--- src/hdl/assert_macros.svh ---
// Assertion macros shared by the RTL of the byte-stuffed frame receiver.
// No dependencies; include by bare file name.
`ifndef ASSERT_MACROS_SVH
`define ASSERT_MACROS_SVH

// Property that holds on every clock edge outside reset.
`define ASSERT_CLK(label, clk, rstn, prop) \
    label: assert property (@(posedge clk) disable iff (!(rstn)) (prop)) \
        else $error("assertion failed");

// Condition that must never be seen outside reset.
`define ASSERT_NEVER(label, clk, rstn, cond) \
    label: assert property (@(posedge clk) disable iff (!(rstn)) !(cond)) \
        else $error("forbidden condition seen");

`endif

--- src/hdl/bsfr_pkg.sv ---
// Package for the byte-stuffed frame receiver: types, register codes and constants.
// No dependencies.
package bsfr_pkg;

    localparam int BYTE_W      = 8;
    localparam int CFG_INDEX_W = 2;
    localparam int POS_W       = 9;

    typedef enum logic [CFG_INDEX_W-1:0] {
        CFG_FLAG_BYTE   = 2'd0,
        CFG_ESCAPE_BYTE = 2'd1,
        CFG_ESCAPE_MASK = 2'd2
    } cfg_index_t;

    localparam logic [BYTE_W-1:0] FLAG_BYTE_RESET   = 8'h7e;
    localparam logic [BYTE_W-1:0] ESCAPE_BYTE_RESET = 8'h7d;
    localparam logic [BYTE_W-1:0] ESCAPE_MASK_RESET = 8'h20;

    // Frame position: idle, expecting length, then body byte p-2.
    localparam logic [POS_W-1:0] POS_IDLE   = 9'd0;
    localparam logic [POS_W-1:0] POS_LENGTH = 9'd1;
    localparam logic [POS_W-1:0] POS_BODY   = 9'd2;

    typedef struct packed {
        logic [BYTE_W-1:0] flag_byte;
        logic [BYTE_W-1:0] escape_byte;
        logic [BYTE_W-1:0] escape_mask;
    } cfg_t;

    typedef struct packed {
        logic [BYTE_W-1:0] data_byte;
        logic              is_command;
        logic              is_last;
        logic              frame_aborted;
        logic              empty_frame;
    } result_t;

endpackage

--- src/hdl/bsfr_if.sv ---
// Handshake interfaces for the receive, result and configuration channels.
// Depends on bsfr_pkg for widths.
interface bsfr_rx_if;
    logic                           valid;
    logic                           ready;
    logic [bsfr_pkg::BYTE_W-1:0]    rx_byte;

    modport source (output valid, output rx_byte, input ready);
    modport sink   (input valid, input rx_byte, output ready);
endinterface

interface bsfr_res_if;
    logic                           valid;
    logic                           ready;
    logic [bsfr_pkg::BYTE_W-1:0]    data_byte;
    logic                           is_command;
    logic                           is_last;
    logic                           frame_aborted;
    logic                           empty_frame;

    modport source (output valid, output data_byte, output is_command, output is_last,
                    output frame_aborted, output empty_frame, input ready);
    modport sink   (input valid, input data_byte, input is_command, input is_last,
                    input frame_aborted, input empty_frame, output ready);
endinterface

interface bsfr_cfg_if;
    logic                               valid;
    logic                               ready;
    logic [bsfr_pkg::CFG_INDEX_W-1:0]   index;
    logic [bsfr_pkg::BYTE_W-1:0]        data;

    modport source (output valid, output index, output data, input ready);
    modport sink   (input valid, input index, input data, output ready);
endinterface

--- src/hdl/byte_stuffed_frame_receiver.sv ---
// Byte-stuffed frame receiver: input register, deframing logic, result register.
// A byte accepted into the input register is deframed and its result held in the result register.
// Throughput: one byte per cycle while results are taken; an empty input register still fills while a result waits.
// Reset clears frame state and loads flag 0x7e, escape 0x7d, mask 0x20.
// Depends on bsfr_pkg, bsfr_if, bsfr_cfg_regs, bsfr_core and assert_macros.svh.
`include "assert_macros.svh"

module byte_stuffed_frame_receiver (
    input  logic              clk,
    input  logic              rst_n,
    bsfr_rx_if.sink           rx,
    bsfr_res_if.source        result,
    bsfr_cfg_if.sink          cfg
);

    logic                        in_valid_reg;
    logic [bsfr_pkg::BYTE_W-1:0] in_byte_reg;
    logic                        out_valid_reg;
    bsfr_pkg::result_t           out_reg;
    logic                        stall;
    logic                        rx_accept;
    logic                        core_valid;
    bsfr_pkg::result_t           core_res;
    bsfr_pkg::cfg_t              cfg_now;

    assign stall     = out_valid_reg && !result.ready;
    assign rx.ready  = !in_valid_reg || !stall;
    assign rx_accept = rx.valid && rx.ready;
    assign cfg.ready = 1'b1;

    bsfr_cfg_regs u_cfg_regs (
        .clk      (clk),
        .rst_n    (rst_n),
        .wr_en    (cfg.valid && cfg.ready),
        .wr_index (cfg.index),
        .wr_data  (cfg.data),
        .cfg      (cfg_now)
    );

    bsfr_core u_core (
        .clk       (clk),
        .rst_n     (rst_n),
        .byte_en   (in_valid_reg && !stall),
        .rx_byte   (in_byte_reg),
        .cfg       (cfg_now),
        .res_valid (core_valid),
        .res       (core_res)
    );

    always_ff @(posedge clk or negedge rst_n)
    begin
        if (!rst_n)
        begin
            in_valid_reg <= 1'b0;
        end
        else if (rx_accept)
        begin
            in_valid_reg <= 1'b1;
        end
        else if (!stall)
        begin
            in_valid_reg <= 1'b0;
        end
    end

    always_ff @(posedge clk)
    begin
        if (rx_accept)
        begin
            in_byte_reg <= rx.rx_byte;
        end
    end

    always_ff @(posedge clk or negedge rst_n)
    begin
        if (!rst_n)
        begin
            out_valid_reg <= 1'b0;
        end
        else if (!stall)
        begin
            out_valid_reg <= core_valid;
        end
    end

    // hold the result until the transaction completes
    always_ff @(posedge clk)
    begin
        if (!stall)
        begin
            out_reg <= core_res;
        end
    end

    assign result.valid         = out_valid_reg;
    assign result.data_byte     = out_reg.data_byte;
    assign result.is_command    = out_reg.is_command;
    assign result.is_last       = out_reg.is_last;
    assign result.frame_aborted = out_reg.frame_aborted;
    assign result.empty_frame   = out_reg.empty_frame;

    `ASSERT_CLK(a_in_held_on_stall, clk, rst_n,
        (in_valid_reg && stall) |=> (in_valid_reg && $stable(in_byte_reg)))
    `ASSERT_CLK(a_status_exclusive, clk, rst_n,
        out_valid_reg |-> $onehot0({out_reg.frame_aborted, out_reg.empty_frame,
                                    out_reg.is_command}))
    `ASSERT_CLK(a_empty_is_last, clk, rst_n,
        (out_valid_reg && out_reg.empty_frame) |-> (out_reg.is_last && out_reg.data_byte == '0))
    `ASSERT_NEVER(a_abort_clean, clk, rst_n,
        out_valid_reg && out_reg.frame_aborted && (out_reg.is_last || out_reg.data_byte != '0))

endmodule

--- src/hdl/bsfr_cfg_regs.sv ---
// Configuration registers: flag byte, escape byte and escape mask.
// Depends on bsfr_pkg.
module bsfr_cfg_regs (
    input  logic                               clk,
    input  logic                               rst_n,
    input  logic                               wr_en,
    input  logic [bsfr_pkg::CFG_INDEX_W-1:0]   wr_index,
    input  logic [bsfr_pkg::BYTE_W-1:0]        wr_data,
    output bsfr_pkg::cfg_t                     cfg
);

    bsfr_pkg::cfg_t cfg_reg;
    bsfr_pkg::cfg_t cfg_next;

    always_comb
    begin
        cfg_next = cfg_reg;
        if (wr_en)
        begin
            unique case (bsfr_pkg::cfg_index_t'(wr_index))
                bsfr_pkg::CFG_FLAG_BYTE:   cfg_next.flag_byte   = wr_data;
                bsfr_pkg::CFG_ESCAPE_BYTE: cfg_next.escape_byte = wr_data;
                bsfr_pkg::CFG_ESCAPE_MASK: cfg_next.escape_mask = wr_data;
                default:                   cfg_next = cfg_reg;   // drop unknown index
            endcase
        end
    end

    always_ff @(posedge clk or negedge rst_n)
    begin
        if (!rst_n)
        begin
            cfg_reg.flag_byte   <= bsfr_pkg::FLAG_BYTE_RESET;
            cfg_reg.escape_byte <= bsfr_pkg::ESCAPE_BYTE_RESET;
            cfg_reg.escape_mask <= bsfr_pkg::ESCAPE_MASK_RESET;
        end
        else
        begin
            cfg_reg <= cfg_next;
        end
    end

    assign cfg = cfg_reg;

endmodule

--- src/hdl/bsfr_core.sv ---
// Deframing logic: frame position, length and escape state, one byte per cycle while byte_en is high.
// Depends on bsfr_pkg.
module bsfr_core (
    input  logic                           clk,
    input  logic                           rst_n,
    input  logic                           byte_en,
    input  logic [bsfr_pkg::BYTE_W-1:0]    rx_byte,
    input  bsfr_pkg::cfg_t                 cfg,
    output logic                           res_valid,
    output bsfr_pkg::result_t              res
);

    logic [bsfr_pkg::POS_W-1:0]  pos_reg;
    logic [bsfr_pkg::POS_W-1:0]  pos_next;
    logic [bsfr_pkg::BYTE_W-1:0] len_reg;
    logic [bsfr_pkg::BYTE_W-1:0] len_next;
    logic                        esc_reg;
    logic                        esc_next;
    logic [bsfr_pkg::BYTE_W-1:0] unescaped;
    logic                        last_body;

    assign unescaped = esc_reg ? (rx_byte ^ cfg.escape_mask) : rx_byte;
    assign last_body = (pos_reg >= ({1'b0, len_reg} + 9'd1));

    always_comb
    begin
        pos_next  = pos_reg;
        len_next  = len_reg;
        esc_next  = esc_reg;
        res_valid = 1'b0;
        res       = '0;
        if (byte_en)
        begin
            if (rx_byte == cfg.flag_byte)
            begin
                // a flag always restarts; report the frame it cut short
                pos_next = bsfr_pkg::POS_LENGTH;
                len_next = '0;
                esc_next = 1'b0;
                if (pos_reg != bsfr_pkg::POS_IDLE)
                begin
                    res_valid         = 1'b1;
                    res.frame_aborted = 1'b1;
                end
            end
            else if (pos_reg == bsfr_pkg::POS_IDLE)
            begin
                pos_next = pos_reg;   // hunt for a flag
            end
            else if (rx_byte == cfg.escape_byte)
            begin
                esc_next = 1'b1;
            end
            else
            begin
                esc_next = 1'b0;
                if (pos_reg == bsfr_pkg::POS_LENGTH)
                begin
                    len_next = unescaped;
                    if (unescaped == '0)
                    begin
                        pos_next        = bsfr_pkg::POS_IDLE;
                        res_valid       = 1'b1;
                        res.is_last     = 1'b1;
                        res.empty_frame = 1'b1;
                    end
                    else
                    begin
                        pos_next = bsfr_pkg::POS_BODY;
                    end
                end
                else
                begin
                    res_valid      = 1'b1;
                    res.data_byte  = unescaped;
                    res.is_command = (pos_reg == bsfr_pkg::POS_BODY);
                    res.is_last    = last_body;
                    if (last_body)
                    begin
                        pos_next = bsfr_pkg::POS_IDLE;
                        len_next = '0;
                    end
                    else
                    begin
                        pos_next = pos_reg + 9'd1;
                    end
                end
            end
        end
    end

    always_ff @(posedge clk or negedge rst_n)
    begin
        if (!rst_n)
        begin
            pos_reg <= bsfr_pkg::POS_IDLE;
            len_reg <= '0;
            esc_reg <= 1'b0;
        end
        else
        begin
            pos_reg <= pos_next;
            len_reg <= len_next;
            esc_reg <= esc_next;
        end
    end

endmodule
--- src/flat_wrapper.sv ---
// flat-port wrapper written by rule: the top's interface ports become plain ports
module byte_stuffed_frame_receiver_flat 
  (clk, rst_n, rx_valid, rx_rx_byte, rx_ready, result_valid, result_data_byte, result_is_command, result_is_last, result_frame_aborted, result_empty_frame, result_ready, cfg_valid, cfg_index, cfg_data, cfg_ready);
  bsfr_rx_if rx_i ();
  bsfr_res_if result_i ();
  bsfr_cfg_if cfg_i ();
  input  logic clk;
  input  logic rst_n;
  input wire logic [$bits(rx_i.valid)-1:0] rx_valid;
  input wire logic [$bits(rx_i.rx_byte)-1:0] rx_rx_byte;
  output wire logic [$bits(rx_i.ready)-1:0] rx_ready;
  output wire logic [$bits(result_i.valid)-1:0] result_valid;
  output wire logic [$bits(result_i.data_byte)-1:0] result_data_byte;
  output wire logic [$bits(result_i.is_command)-1:0] result_is_command;
  output wire logic [$bits(result_i.is_last)-1:0] result_is_last;
  output wire logic [$bits(result_i.frame_aborted)-1:0] result_frame_aborted;
  output wire logic [$bits(result_i.empty_frame)-1:0] result_empty_frame;
  input wire logic [$bits(result_i.ready)-1:0] result_ready;
  input wire logic [$bits(cfg_i.valid)-1:0] cfg_valid;
  input wire logic [$bits(cfg_i.index)-1:0] cfg_index;
  input wire logic [$bits(cfg_i.data)-1:0] cfg_data;
  output wire logic [$bits(cfg_i.ready)-1:0] cfg_ready;
  assign rx_i.valid = rx_valid;
  assign rx_i.rx_byte = rx_rx_byte;
  assign rx_ready = rx_i.ready;
  assign result_valid = result_i.valid;
  assign result_data_byte = result_i.data_byte;
  assign result_is_command = result_i.is_command;
  assign result_is_last = result_i.is_last;
  assign result_frame_aborted = result_i.frame_aborted;
  assign result_empty_frame = result_i.empty_frame;
  assign result_i.ready = result_ready;
  assign cfg_i.valid = cfg_valid;
  assign cfg_i.index = cfg_index;
  assign cfg_i.data = cfg_data;
  assign cfg_ready = cfg_i.ready;
  byte_stuffed_frame_receiver u_core (.clk(clk), .rst_n(rst_n), .rx(rx_i), .result(result_i), .cfg(cfg_i));
endmodule
--- config.mk ---
export PLATFORM = sky130hd
export DESIGN_NAME = byte_stuffed_frame_receiver_flat
export DESIGN_NICKNAME = d
export VERILOG_FILES = /design/src/hdl/bsfr_pkg.sv /design/src/hdl/bsfr_if.sv /design/src/hdl/byte_stuffed_frame_receiver.sv /design/src/hdl/bsfr_cfg_regs.sv /design/src/hdl/bsfr_core.sv /design/src/flat_wrapper.sv
export VERILOG_INCLUDE_DIRS = /design/src /design/src/hdl
export SDC_FILE = /design/constraint.sdc
export NUM_CORES = 1
export LEC_CHECK = 0
export ABC_CLOCK_PERIOD_IN_PS = 3000
export CORE_UTILIZATION = 60
export DETAILED_ROUTE_END_ITERATION = 10
export DONT_BUFFER_PORTS = 1
export MAX_ROUTING_LAYER = met4
export PLACE_DENSITY = 0.81
export SYNTH_ARGS = -nofsm -noshare
export SYNTH_HDL_FRONTEND = slang
export SYNTH_SLANG_ARGS = --single-unit
--- constraint.sdc ---
create_clock -name clk -period 3 [get_ports clk]
set_input_delay 0.6 -clock clk [delete_from_list [all_inputs] [get_ports clk]]
set_output_delay 0.6 -clock clk [all_outputs]
set_load 0.05 [all_outputs]
==> impl_metrics.py <==
metrics = {
    "cells_and_area": {
        "seq_area_um2": 1720,
        "layout.nets": 352,
        "fillers": 399,
        "drive_gt1_share_pct": 23.1,
        "multi_input_area_um2": 1710,
        "syn_to_final_growth_pct": 5.70,
        "num_antenna_cells": 0,
        "largest_register_ffs": 24,
    },
    "sta": {
        "fin_ws_ns": 0.496,
        "max_freq_mhz": 399,
        "finalMaxSlewViolations": 0,
        "period_minus_slack_ns": 2.50,
        "setup_viol": 0,
        "period_share_pct": 83.5,
        "skew_ns": 0.0115,
        "setup-tns-final_ns": 0,
        "hold_violations": 0,
        "relSlewSlack_pct": 55.7,
        "worst_pin_slew_ns": 0.662,
        "rsz0062_at_grt": "no",
    },
    "clock_network": {
        "cts_tree": "done",
        "clk_pin_slew_ns": 0.07,
        "htreeDepth": 3,
        "cts_buffer_depth": 2,
        "cts_num_sinks": 64,
        "cts_resized": 0,
        "cts_buffers": 9,
        "root_buffer": "clkbuf_8",
        "clk_latency_ns": 0.34,
    },
    "critical_path": {
        "reg2reg_from": "u_core.u_core.len_reg[1]",
        "r2r.worst_path.cells": 11,
        "cp.required_ns": 3.23,
        "crit_path_start_kind": "flop",
        "end_kind": "flop",
        "cp_max_fo": 8,
        "reg2reg_to": "u_core.u_core.len_reg[1]",
        "r2r_slack_ns": 0.50,
        "crit_arrival_ns": 2.73,
        "critPathKind": "flop to flop",
    },
    "pwr": {
        "p_comb_share_pct": 27.8,
        "power_mw": 3.31,
        "power_frac_clock_pct": 22.4,
        "seqPwrFrac_pct": 49.8,
        "p_int_mw": 2.00,
        "vdd_drop_max_uv": 502,
        "powerDensity_nw_per_um2": 869,
        "switching_power_mw": 1.31,
        "p_leak_nw": 1.50,
        "p_sw_share_pct": 39.5,
    },
    "global_route": {
        "grt_pass1_vias": 2391,
        "grt_overflow": 0,
        "grt_max_degree": 32,
        "grt_pass1_wl_mm": 12.0,
        "antenna_found_initial": 0,
        "track_usage_pct": 26.6,
    },
    "synth": {
        "yosysWarningCount": 0,
        "async_reset_ff_share_pct": 68.8,
        "syn_nets": 353,
        "yosysUniqueCellTypes": 55,
        "synthCells": 316,
        "yosys_most_used_dff": "dfrtp_1",
        "yosys.area.top_type_share_pct": 21.6,
        "synth_area_leaders": "dfrtp_1 22%, edfxtp_1 17%, dfstp_2 9.5%, mux2_2 7.5%, xor2_1 5.6%",
        "synth-seq-cells": 64,
        "ys_seq_area_share_pct": 47.7,
        "synth_largest_area_cell": "dfrtp_1",
        "synth_area_um2": 3600,
        "syn_area_per_cell_um2": 11.4,
        "synth_edf_count": 20,
    },
    "placement": {
        "dp_hpwl_mm": 5.33,
        "place_ws_ns": 0.498,
        "place.port_buffers": 0,
        "gp_congestion": 0.848,
    },
    "drt": {
        "post_drt_wl_per_cell_um": 18.8,
        "drc_errors": 0,
        "viasPerCell": 6.20,
        "highest_layer": "met4",
        "routed_wl_mm": 7.36,
        "wl_met1_mm": 3.15,
        "route.met2.wl_mm": 3.64,
        "dr.pass1.iters": 4,
        "wl_met3_um": 457,
        "drtIter0Drc": 158,
        "ant_nets": 0,
        "num_vias": 2429,
    },
    "run_status": {
        "status": "completed",
    },
    "min_path": {
        "hp-class": "primary input to asynchronous set/reset pin",
    },
    "flow_run": {
        "max_cap_viol_count": 0,
    },
    "die": {
        "die_y_um": 79.5,
        "dieArea_um2": 6310,
        "ios": 38,
        "dieWidth_um": 79.5,
        "start_util_pct": 63.8,
        "core_area_um2": 5640,
        "rows": 27,
    },
}
## layout make-up
class	instances	share of cell area [%]
well taps	72	2.37
multi-input cells	226	45.1
repair buffers	5	1.32
flip-flops and latches	64	45.1
inverters	9	0.888
clock buffers	13	4.18
clock inverters	3	1.05
## routing by layer
layer,GRT usage (%),vias up
met5,-,-
met4,11.6,0
met3,6.63,12
met2,41.9,86
met1,32.5,1195
li1,-,1136
## metrics by stage
step	cell area (µm²)	hold WS (ns)	std cells	util, %
after floorplan	3600	0.304	316	-
after global placement	3590	0.306	375	63.6
after detailed placement	3590	0.306	375	63.6
after CTS	3800	0.0870	392	67.4
after global routing	3800	0.0830	392	67.4
final	3800	0.0907	392	67.4
## kinds of logic after synthesis
| group | after synthesis | share of synthesized area, % |
|---|---|---|
| xor gates and xnor gates | 38 | 9.25 |
| and+or+nand+nor | 103 | 15.8 |
| other | 1 | 0.104 |
| DFF | 64 | 47.7 |
| AOI/OAI and AO/OA | 45 | 9.84 |
| buffers and inverters | 26 | 4.66 |
| adders and majority gates | 14 | 4.87 |
| muxes | 25 | 7.79 |
## worst max path at each step
| stage | cells after the start | startpoint | end |
|---|---|---|---|
| floorplan | 10 | u_core.u_core.len_reg[0] | u_core.u_core.pos_reg[7] |
| global placement | 11 | u_core.u_core.len_reg[0] | u_core.u_core.len_reg[0] |
| detailed placement | 11 | u_core.u_core.len_reg[4] | u_core.u_core.len_reg[1] |
| CTS | 11 | u_core.u_core.len_reg[1] | u_core.u_core.len_reg[0] |
| global route | 11 | u_core.u_core.len_reg[4] | u_core.u_core.pos_reg[0] |
| finish | 11 | u_core.u_core.len_reg[1] | u_core.u_core.len_reg[1] |
## critical path, cell delays in order, from the launching register on
cell	delay, ns
dfrtp_1	0.39
and3_1	0.17
nand3_1	0.11
or2_2	0.33
xor2_1	0.15
ha_1	0.29
nand4_1	0.12
nor2_1	0.12
a211oi_1	0.08
buf_4	0.16
a21o_4	0.24
a31o_2	0.23
## Yosys cell counts (3+ instances only)
| master | number |
|---|---|
| mux2_2 | 24 |
| edfxtp_1 | 20 |
| nand4_1 | 6 |
| nand3_1 | 7 |
| a21oi_1 | 8 |
| xnor2_1 | 15 |
| o211ai_1 | 5 |
| inv_1 | 9 |
| dfrtp_1 | 31 |
| nand2_1 | 24 |
| and3_1 | 5 |
| nor3_1 | 5 |
| a211oi_1 | 3 |
| nor2_1 | 20 |
| ha_1 | 14 |
| a31o_1 | 6 |
| o31ai_1 | 4 |
| xor2_1 | 23 |
| or4_1 | 3 |
| o21ai_0 | 7 |
| nand3b_1 | 3 |
| buf_2 | 6 |
| dfstp_2 | 13 |
| nor4bb_1 | 4 |
| nor4_1 | 10 |
## placed cells by master, fill, tap and decap left out, types with 3 or more instances in the layout
cell type,netlist,final
nor3_1,5,5
nor2_1,20,20
a211oi_1,3,3
nand3_1,7,7
o21ai_0,7,7
nand4_1,6,6
a31o_1,6,6
nand3b_1,3,3
a21oi_1,8,8
clkbuf_8,1,11
mux2_2,24,24
o211ai_1,5,5
buf_4,2,4
nor4_1,10,10
ha_1,14,14
o31ai_1,4,4
inv_1,9,9
nor4bb_1,4,4
and3_1,5,5
xor2_1,23,23
dfrtp_1,31,31
edfxtp_1,20,20
or4_1,3,3
nand2_1,24,24
xnor2_1,15,15
dfstp_2,13,13
## power groups by stage
stage	clock network, mW	logic (mW)	registers (mW)
after floorplan	0	0.807	1.57
after global placement	0	0.864	1.64
after detailed placement	0	0.894	1.66
after CTS	0.751	0.916	1.64
after global routing	0.792	1.02	1.68
final	0.739	0.919	1.65
## what timing repair did
item,in CTS,in global routing
endpoints found under the hold margin,31,0
buffers inserted,0,0
hold buffers,1,0
(Power assumes the default switching activity.)
